[config.mk]
export PLATFORM = sky130hd
export DESIGN_NAME = cfe_mac
export DESIGN_NICKNAME = d
export VERILOG_FILES = /design/src/rtl/core/cfe_pkg.sv /design/src/rtl/core/cfe_mac.sv
export SDC_FILE = /design/constraint.sdc
export NUM_CORES = 1
export LEC_CHECK = 0
export BUFFER_PORTS_ARGS = -buffer_cell sky130_fd_sc_hd__buf_2
export CAP_MARGIN = 20
export CORE_ASPECT_RATIO = 0.7
export CORE_MARGIN = 2
export CORE_UTILIZATION = 65
export CTS_CLUSTER_SIZE = 20
export DETAILED_ROUTE_END_ITERATION = 7
export GPL_TIMING_DRIVEN = 0
export PLACE_DENSITY = 0.83
export SYNTH_ARGS = -nofsm -noshare
export SYNTH_HDL_FRONTEND = slang
export SYNTH_SLANG_ARGS = --single-unit
export TNS_END_PERCENT = 100
[constraint.sdc]
create_clock -name i_clk -period 12.9 [get_ports i_clk]
set_clock_uncertainty 0.15 [all_clocks]
set_input_delay 1.29 -clock i_clk [delete_from_list [all_inputs] [get_ports i_clk]]
set_output_delay 1.29 -clock i_clk [all_outputs]
set_load 0.05 [all_outputs]
[src/rtl/core/cfe_pkg.sv]
// shared constants, codes and types of the convolution filter block
`default_nettype none

package cfe_pkg;

    // store depths
    localparam int MAX_TAPS    = 64;
    localparam int MAX_SAMPLES = 1024;

    // address widths of the two stores
    localparam int TAP_AW = $clog2(MAX_TAPS);
    localparam int SMP_AW = $clog2(MAX_SAMPLES);

    // field widths
    localparam int REQ_W      = 2;
    localparam int POS_W      = 10;
    localparam int DATA_W     = 16;
    localparam int PROD_W     = 2 * DATA_W;
    localparam int SUM_W      = 38;
    localparam int STATUS_W   = 2;
    localparam int TAP_CNT_W  = 7;
    localparam int SER_LEN_W  = 11;
    localparam int CFG_IDX_W  = 2;
    localparam int CFG_DATA_W = 11;

    // stream payload widths, padded to whole bytes
    localparam int IN_TDATA_W  = ((POS_W + DATA_W + 7) / 8) * 8;
    localparam int OUT_TDATA_W = ((SUM_W + 7) / 8) * 8;

    // register indexes
    localparam logic [CFG_IDX_W-1:0] CFG_TAP_COUNT     = 2'd0;
    localparam logic [CFG_IDX_W-1:0] CFG_SERIES_LENGTH = 2'd1;
    localparam logic [CFG_IDX_W-1:0] CFG_CENTERED      = 2'd2;
    localparam logic [CFG_IDX_W-1:0] CFG_CIRCULAR_WRAP = 2'd3;

    // request kinds
    typedef enum logic [REQ_W-1:0] {
        REQ_WR_TAP    = 2'd0,
        REQ_WR_SAMPLE = 2'd1,
        REQ_QUERY     = 2'd2
    } t_req;

    // result status codes
    typedef enum logic [STATUS_W-1:0] {
        STAT_OK    = 2'd0,
        STAT_EDGE  = 2'd1,
        STAT_RANGE = 2'd2,
        STAT_TAPS  = 2'd3
    } t_status;

    // query sequencer states
    typedef enum logic [2:0] {
        S_IDLE,
        S_CHECK,
        S_RUN,
        S_DRAIN,
        S_FINISH
    } t_state;

    // control from the sequencer to the multiply-accumulate unit
    typedef struct packed {
        logic clear;
        logic valid;
    } t_mac_ctl;

endpackage

`default_nettype wire

[src/rtl/core/cfe_mac.sv]
// multiply-accumulate unit: registered product, then accumulate
`default_nettype none

module cfe_mac (
    input  wire                                i_clk,
    input  wire                                i_rst_n,
    input  wire  cfe_pkg::t_mac_ctl            i_ctl,
    input  wire  signed [cfe_pkg::DATA_W-1:0]  i_tap,
    input  wire  signed [cfe_pkg::DATA_W-1:0]  i_sample,
    output logic signed [cfe_pkg::SUM_W-1:0]   o_acc,
    output logic                               o_busy
);

    logic signed [cfe_pkg::PROD_W-1:0] r_prod;
    logic                              r_prod_vld;
    logic signed [cfe_pkg::SUM_W-1:0]  r_acc;
    logic signed [cfe_pkg::SUM_W-1:0]  n_acc;

    always_comb begin
        n_acc = r_acc;
        if (i_ctl.clear) begin
            n_acc = '0;
        end else if (r_prod_vld) begin
            n_acc = r_acc + cfe_pkg::SUM_W'(r_prod);
        end
    end

    always_ff @(posedge i_clk) begin
        if (!i_rst_n) begin
            r_prod_vld <= 1'b0;
        end else begin
            r_prod_vld <= i_ctl.valid;
        end
    end

    always_ff @(posedge i_clk) begin
        r_prod <= i_tap * i_sample;
        r_acc  <= n_acc;
    end

    assign o_acc  = r_acc;
    assign o_busy = r_prod_vld;

endmodule

`default_nettype wire

==> results of run 1 <==
==> tightest hold or removal path, delay by kind of cell, from the launching register on <==
family | cells | cell delay [ns]
AOI/OAI and AO/OA | 1 | 0.06
and+or+nand+nor | 1 | 0.08
DFF | 1 | 0.33
==> cells in the final DEF, fill, tap and decap left out, types with 15 or more instances in the layout <==
cell / synthesis / layout
fa_1: 263 / 263
ha_1: 119 / 119
nor2_1: 69 / 69
and2_1: 130 / 130
nor3_1: 15 / 15
dfxtp_1: 71 / 71
clkbuf_1: 43 / 43
buf_2: 2 / 75
a21o_1: 20 / 20
nand2_1: 157 / 157
inv_1: 300 / 300
xnor2_1: 45 / 45
o21bai_1: 15 / 15
o21ai_0: 35 / 35
nand3_1: 16 / 16
a21oi_1: 53 / 53
mux2i_1: 24 / 24
==> metrics by stage <==
stage / util / std cells / setup slack (ns)
final: 0.714 / 1895 / 4.98
after floorplan: - / 1530 / 6.00
after global placement: 0.698 / 1879 / 4.90
after detailed placement: 0.698 / 1879 / 4.84
after CTS: 0.714 / 1895 / 5.16
after global routing: 0.714 / 1895 / 4.66
==> routing by layer <==
metal	part of all wire	global-route usage	routed length, um	vias up
met5	0	0	0	-
met4	0.021	0.0733	687	0
met3	0.089	0.0655	2960	63
met2	0.46	0.489	15100	461
met1	0.43	0.456	14400	5417
li1	-	-	-	4997
==> registers in the layout, summed over array words and instances, names as in the netlist <==
name and flops:
o_acc 38, o_busy 1, r_prod 32
==> final cells by class <==
class / instances / area, sq um
Buffer: 47 / 179
Clock buffer: 9 / 225
Clock inverter: 7 / 120
Fill cell: 1580 / 5930
Inverter: 300 / 1130
Multi-Input combinational cell: 1112 / 11000
Sequential cell: 71 / 1420
Tap cell: 276 / 345
Timing Repair Buffer: 73 / 365
==> logic make-up (layout without fill, tap and decap cells) <==
logic type	after synthesis	in the layout
multiplexers	25	25
XOR/XNOR	57	57
AND/OR/NAND/NOR	449	449
AO/OA/AOI/OAI	199	199
flip-flops	71	71
buffers and inverters	347	436
adder cells (fa/ha/maj)	382	382
==> path summary, 6_finish.rpt <==
path                     end  slack (ns)  cells after the start
setup / recovery  r_prod[30]        4.98                     21
hold / removal     o_acc[32]        0.36                      2
setup reg to reg   o_acc[26]        9.33                     11
hold reg to reg    o_acc[32]        0.36                      2
==> flow_summary.json, run 1 <==
{
  "io_buffers": 73,
  "cts_root_buf": "clkbuf_16",
  "syn-cell-area_sq_um": 13800,
  "synth-compound-area-share": 0.0941,
  "synth-async-reset-ratio": 0,
  "hp-class": "flip-flop to flip-flop",
  "rsz0062_at_grt": "no",
  "worstPathArrival_ns": 8.05,
  "rows": 44,
  "critical-path-max-stage-delay_ns": 0.55,
  "grt_start_max_net_pins": 14,
  "cts.htree.levels": 3,
  "muxShareOfSynthArea": 0.0183,
  "drtAntennaViolNets": 0,
  "timing.setup.tns_ns": 0,
  "worstSkewPairLatency_ns": 0.34,
  "postCtsResizedCells": 0,
  "drt_iter0_markers": 887,
  "relSlewSlack": 0.372,
  "start_util": 0.664,
  "synth-xor-area-share": 0.0362,
  "cts-buffers-inserted": 9,
  "die_y_um": 126,
  "vias": 10938,
  "cts_max_path_buffers": 2,
  "die_area_sq_um": 22400,
  "gp_congestion": 0.980,
  "required_ns": 13.03,
  "yosys.area.top_type": "fa_1",
  "fin_crit_sh": 0.614,
  "antenna_found_initial": 0,
  "hpwlAfterDp_um": 27800,
  "cp-startpoint": "i_tap[10]",
  "fin_hold_ws_ns": 0.362,
  "vias_per_cell": 5.77,
  "synth-seq-cells": 71,
  "place_area_sq_um": 14500,
  "crit_family": "adder cells",
  "synth_ff_type": "dfxtp_1",
  "synth.distinct_cells": 59,
  "cts_tree": "done",
  "worstSetupStartpointType": "input pin",
  "cpMostUsedCell": "fa_1",
  "cts_setup_buffers": 0,
  "syn-num-nets": 1948,
  "yosys-top-cells-area": "fa_1, ha_1, dfxtp_1, inv_1, and2_1",
  "path_max_fanout": 10,
  "avgSynthCellArea_sq_um": 9.00,
  "hold_viol": 0,
  "drive_above_1_share": 0.0618,
  "timing.critical_path.buf_inv": 5,
  "synth-seq-area-share": 0.103,
  "design_area_sq_um": 14800,
  "firstDrtPassIters": 6,
  "synth_cells": 1530,
  "final.min_clock_period_ns": 7.92,
  "hold_start": "o_acc[32]",
  "synth_top_area_frac": 0.382,
  "fin_nets": 2032,
  "first_global_vias": 10901,
  "synth_edf_count": 0,
  "r2r_start": "o_acc[0]",
  "wire_per_inst_um": 17.5,
  "outcome": "completed",
  "cpMaxStageDelayCell": "fa_1",
  "maxCapViolations": 0,
  "yosysMostFrequentCell": "inv_1",
  "cts.clk_slew.worst_paths_ns": 0.06,
  "path_class": "input pin to flip-flop",
  "grt_pass1_wl_um": 54700,
  "slew_viol_final": 0,
  "ioPinCount": 75,
  "core_sq_um": 20800,
  "cp-end-kind": "flip-flop",
  "setup_viol": 0,
  "ctsHoldBuffers": 0,
  "cts_sinks": 71,
  "track_usage": 0.315,
  "ys_warn_count": 0,
  "antenna_cells": 0,
  "synth_top_family_by_area": "adder cells",
  "drt-total-wl_um": 33200,
  "area_delta_synth_final_pct": 7.67,
  "yosys.area_share.adder": 0.490,
  "path_cells": "buf_2 > clkbuf_1 > nand2_1 > fa_1 > fa_1 > fa_1 > inv_1 > fa_1 > fa_1 > inv_1 > fa_1 > inv_1 > ha_1 > a21oi_1 > a21boi_0 > a211oi_1 > o21ai_1 > o311ai_1 > nand3_1 > a211o_1 > nand3_1",
  "synthTopCellsByCount": "inv_1, fa_1, nand2_1, and2_1, ha_1",
  "worstMarginPinSlew_ns": 0.942,
  "remaining_drc_errors": 0,
  "overflow": 0,
  "yosys.area_share.simple": 0.163,
  "dieWidth_um": 178,
  "max_freq_mhz": 126
}
Power of run 1 is not shown: default switching activity piles up to over one toggle a cycle in this logic, so the estimate is an artifact.
==> inputs of run 2 (changes only) <==
Settings changed: CORE_UTILIZATION 65 to 58, PLACE_DENSITY 0.83 to 0.78.
Clock period 12.9 ns to 7.26 ns, I/O delays scaled along.
==> run 2 against run 1 <==
Count of clock-buffer cells in the layout is 1 higher. Sequential cell count did not move. First-iteration DRC count decreased by 32%. Global-route usage shrank 3.5 points. Critical path type unchanged. Highest routed layer unchanged.
==> flow_summary.json, run 2 (same netlist as run 1, synthesis figures left out) <==
{
  "ioPinCount": 75,
  "grt_start_max_net_pins": 13,
  "seq_area_sq_um": 1420,
  "path_class": "input pin to flip-flop",
  "final.min_clock_period_ns": 7.00,
  "path_cells": "buf_2 > clkbuf_1 > nand2_1 > fa_1 > fa_1 > fa_1 > inv_1 > fa_1 > fa_1 > inv_1 > fa_1 > inv_1 > ha_1 > a21oi_1 > a21boi_0 > a211oi_1 > o21ai_1 > o311ai_1 > nand3_1 > a211o_1 > nand3_1",
  "fillerInstances": 1950,
  "drtAntennaViolNets": 0,
  "hold_viol": 0,
  "vias_per_cell": 5.65,
  "largest_reg_flops": 38,
  "setup_ws_ns": 0.265,
  "core_sq_um": 23500,
  "fin_crit_sh": 0.964,
  "cp-end-kind": "flip-flop",
  "wire_per_inst_um": 17.1,
  "overflow": 0,
  "cts_tree": "done",
  "rows": 47,
  "worstSkewPairLatency_ns": 0.34,
  "rsz0062_at_grt": "yes",
  "worstPathArrival_ns": 7.12,
  "first_global_vias": 10961,
  "cts_setup_buffers": 0,
  "hold_start": "o_acc[32]",
  "track_usage": 0.279,
  "timing.setup.tns_ns": 0,
  "cpMaxStageDelayCell": "fa_1",
  "remaining_drc_errors": 0,
  "path_max_fanout": 10,
  "pre_cts_ws_ns": -0.128,
  "firstDrtPassIters": 5,
  "cts_sinks": 71,
  "drt-total-wl_um": 33100,
  "gp_congestion": 0.952,
  "slew_viol_final": 0,
  "r2r_start": "o_acc[0]",
  "crit_family": "adder cells",
  "cpMostUsedCell": "fa_1",
  "multi_input_area_sq_um": 11000,
  "final_cell_mix": "inv_1, fa_1, nand2_1",
  "grt_pass1_wl_um": 55100,
  "setup_viol": 0,
  "area_delta_synth_final_pct": 7.96,
  "start_util": 0.587,
  "dieWidth_um": 188,
  "maxCapViolations": 0,
  "antenna_cells": 0,
  "rrSetupSlack_ns": 3.73,
  "cts.clk_slew.worst_paths_ns": 0.06,
  "die_y_um": 133,
  "drt_iter0_markers": 600,
  "hp-class": "flip-flop to flip-flop",
  "required_ns": 7.39,
  "die_area_sq_um": 25000,
  "outcome": "completed",
  "relSlewSlack": 0.369,
  "worstMarginPinSlew_ns": 0.947,
  "ctsHoldBuffers": 0,
  "hpwlAfterDp_um": 28200,
  "cts.htree.levels": 3,
  "cts_max_path_buffers": 2,
  "cts_root_buf": "clkbuf_16",
  "critical-path-max-stage-delay_ns": 0.55,
  "drive_above_1_share": 0.0663,
  "max_freq_mhz": 143,
  "io_buffers": 73,
  "antenna_found_initial": 0,
  "fin_nets": 2026,
  "cts-buffers-inserted": 9,
  "vias": 10906,
  "final_common_cell": "inv_1",
  "cp-startpoint": "i_sample[3]",
  "worstSetupStartpointType": "input pin",
  "postCtsResizedCells": 0,
  "timing.critical_path.buf_inv": 5
}
[run 2: cell types whose count changed in the layout (fill, tap and decap cells not counted), sizes merged]
cell	change
clkbuf	-5
inv	-1
[run 2: worst reg2reg max path: cells and delay by family, from the launching register on]
family                     cells  cell delay (ns)
and+or+nand+nor                1             0.22
adders and majority gates      2             0.61
AOI/OAI and AO/OA              7             2.03
DFF                            1             0.35
buffers and inverters          1             0.08
[run 2: routing by layer]
| layer | up-vias | routed length (um) | global-route usage |
|---|---|---|---|
| li1 | 4978 | - | - |
| met2 | 454 | 15100 | 0.436 |
| met3 | 75 | 3150 | 0.0838 |
| met4 | 0 | 781 | 0.0682 |
| met5 | - | 0 | 0.0212 |
| met1 | 5399 | 14000 | 0.383 |
[run 2: path summary, 6_finish.rpt]
kind                 to  depth (start not counted)
max          r_prod[30]                         21
min           o_acc[32]                          2
max reg2reg   o_acc[26]                         11
min reg2reg   o_acc[32]                          2
[run 2: metrics by stage]
stage	std cells	hold slack (ns)	instance area, sq um	util
6_report	1931	0.355	14900	0.634
5_1_grt	1931	0.389	14900	0.634
3_3_place_gp	1921	0.337	14500	0.620
4_1_cts	1937	0.354	14900	0.634
2_1_floorplan	1530	0.401	13800	-
3_5_place_dp	1921	0.344	14500	0.620
[run 2: layout make-up]
| class | count | area share |
|---|---|---|
| Multi-Input combinational cell | 1112 | 0.743 |
| Sequential cell | 71 | 0.0956 |
| Inverter | 300 | 0.0757 |
| Tap cell | 318 | 0.0268 |
| Timing Repair Buffer | 73 | 0.0246 |
| Clock buffer | 10 | 0.0161 |
| Buffer | 41 | 0.0111 |
| Clock inverter | 6 | 0.00724 |
Power of run 2 is left out for the same reason.
==> inputs of run 3 (changes only) <==
Settings changed: CORE_ASPECT_RATIO 0.7 to 1.4.
==> run 3 against run 2 <==
Count of clock-buffer cells in the layout decreased by 1. Cell count fell by 0.83%. Hold slack got worse by 0.013 ns. Via count shrank 0.57%. Cell area down 0.42%. Critical path depth up 1. Sequential cell count is the same. Worst setup slack got worse by 0.072 ns. Die area about the same. Maximum frequency down 1.0%. Routed wire length rose by 5.6%. Critical path type unchanged. Highest routed layer is now met5.
==> flow_summary.json, run 3 (same netlist as run 1, synthesis figures left out) <==
{
  "rsz0062_at_grt": "no",
  "io_buffers": 73,
  "antenna_cells": 0,
  "worstPathArrival_ns": 7.18,
  "cts.clk_slew.worst_paths_ns": 0.07,
  "core_sq_um": 23300,
  "cts_setup_buffers": 0,
  "vias_per_cell": 5.66,
  "hpwlAfterDp_um": 30100,
  "start_util": 0.591,
  "path_max_fanout": 10,
  "multi_input_area_sq_um": 11100,
  "die_area_sq_um": 25000,
  "drt_iter0_markers": 646,
  "gp_congestion": 0.948,
  "cpMaxStageDelayCell": "fa_1",
  "fillerInstances": 1988,
  "final_cell_mix": "inv_1, fa_1, nand2_1",
  "cts_root_buf": "clkbuf_16",
  "firstDrtPassIters": 6,
  "die_y_um": 186,
  "cts_tree": "done",
  "hold_depth": 2,
  "cts-buffers-inserted": 9,
  "cts_max_path_buffers": 2,
  "required_ns": 7.37,
  "antenna_found_initial": 1,
  "cts.htree.levels": 3,
  "slew_viol_final": 0,
  "outcome": "completed",
  "remaining_drc_errors": 0,
  "hp-class": "flip-flop to flip-flop",
  "fin_nets": 2022,
  "hold_viol": 0,
  "worstSetupStartpointType": "input pin",
  "timing.reg2reg.worst_path_depth": 11,
  "r2r_start": "o_acc[0]",
  "whs_endpoint": "o_acc[34]",
  "final_common_cell": "inv_1",
  "drtAntennaViolNets": 0,
  "relSlewSlack": 0.464,
  "seq_area_sq_um": 1420,
  "fin_hold_ws_ns": 0.342,
  "ioPinCount": 75,
  "final.min_clock_period_ns": 7.07,
  "maxCapViolations": 0,
  "hold_start": "o_acc[34]",
  "grt_pass1_wl_um": 56700,
  "drive_above_1_share": 0.0684,
  "setup_viol": 0,
  "cpMostUsedCell": "fa_1",
  "dieWidth_um": 134,
  "r2r-end": "o_acc[26]",
  "rows": 66,
  "wire_per_inst_um": 18.2,
  "drt-total-wl_um": 34900,
  "overflow": 0,
  "critical-path-max-stage-delay_ns": 0.54,
  "largest_reg_flops": 38,
  "rrSetupSlack_ns": 3.67,
  "ctsHoldBuffers": 0,
  "worstMarginPinSlew_ns": 0.805,
  "fin_crit_sh": 0.973,
  "vias": 10844,
  "area_delta_synth_final_pct": 7.50,
  "cp-end-kind": "flip-flop",
  "grt_start_max_net_pins": 17,
  "first_global_vias": 11467,
  "path_cells": "buf_2 > clkbuf_1 > and2_1 > fa_1 > inv_1 > fa_1 > fa_1 > inv_1 > fa_1 > fa_1 > inv_1 > fa_1 > inv_1 > ha_1 > and4_1 > and2_1 > nand4_1 > a31oi_2 > o22ai_1 > or3_1 > a31oi_1 > xnor2_1",
  "cts_sinks": 71,
  "path_class": "input pin to flip-flop",
  "worstSkewPairLatency_ns": 0.35,
  "track_usage": 0.289,
  "max_freq_mhz": 142
}
## run 3: changes by cell type in the layout (fill, tap and decap cells not counted), moves of 2 or more
cell       before  now
bufinv_16       3    0
clkbuf_1       30   25
clkinv_2        2    0
clkinv_4        0    2
inv_8           0    3
## run 3: per-layer routing
| layer | track usage | vias up | share of wire |
|---|---|---|---|
| li1 | - | 4959 | - |
| met1 | 0.330 | 5386 | 0.37 |
| met2 | 0.538 | 396 | 0.54 |
| met3 | 0.0304 | 101 | 0.050 |
| met4 | 0.127 | 2 | 0.041 |
| met5 | 0 | - | 0.00040 |
## run 3: area by class of cell
type                    count  area share
multi-input cells        1112       0.747
flip-flops and latches     71      0.0960
inverters                 300      0.0761
well taps                 306      0.0259
repair buffers             73      0.0247
clock buffers               9      0.0152
plain buffers              37      0.0102
clock inverters             7     0.00515
## run 3: repair_timing
action                                 CTS  global route
gates resized for setup                  2            15
setup endpoints to repair                3             7
endpoints found under the hold margin    0             0
cloned                                   0             0
## run 3: worst max path at each step
stage,from,endpoint,cells past startpoint
4_1_cts,i_sample[5],r_prod[30],22
3_5_place_dp,i_sample[2],r_prod[31],21
2_1_floorplan,i_sample[1],r_prod[31],20
6_report,i_tap[12],r_prod[31],22
5_1_grt,i_tap[15],r_prod[31],21
3_3_place_gp,i_tap[15],r_prod[31],21
## run 3: metrics by stage
stage	utilization	setup TNS, ns	cells	worst slack (ns)	cell area (sq um)
4_1_cts	0.637	0	1923	0.000679	14800
6_report	0.636	0	1915	0.193	14800
2_1_floorplan	-	0	1530	0.923	13800
5_1_grt	0.636	0	1915	0.00813	14800
3_3_place_gp	0.624	-2.07	1909	-0.504	14500
3_5_place_dp	0.624	-2.47	1909	-0.549	14500
## run 3: critical path: cells and delay by family
family,cells,cell delay [ns]
AO/OA/AOI/OAI,3,0.82
XOR/XNOR,1,0.17
adder cells (fa/ha/maj),7,3.29
buffers and inverters,6,0.92
AND/OR/NAND/NOR,5,1.23
Power of run 3 is left out for the same reason.
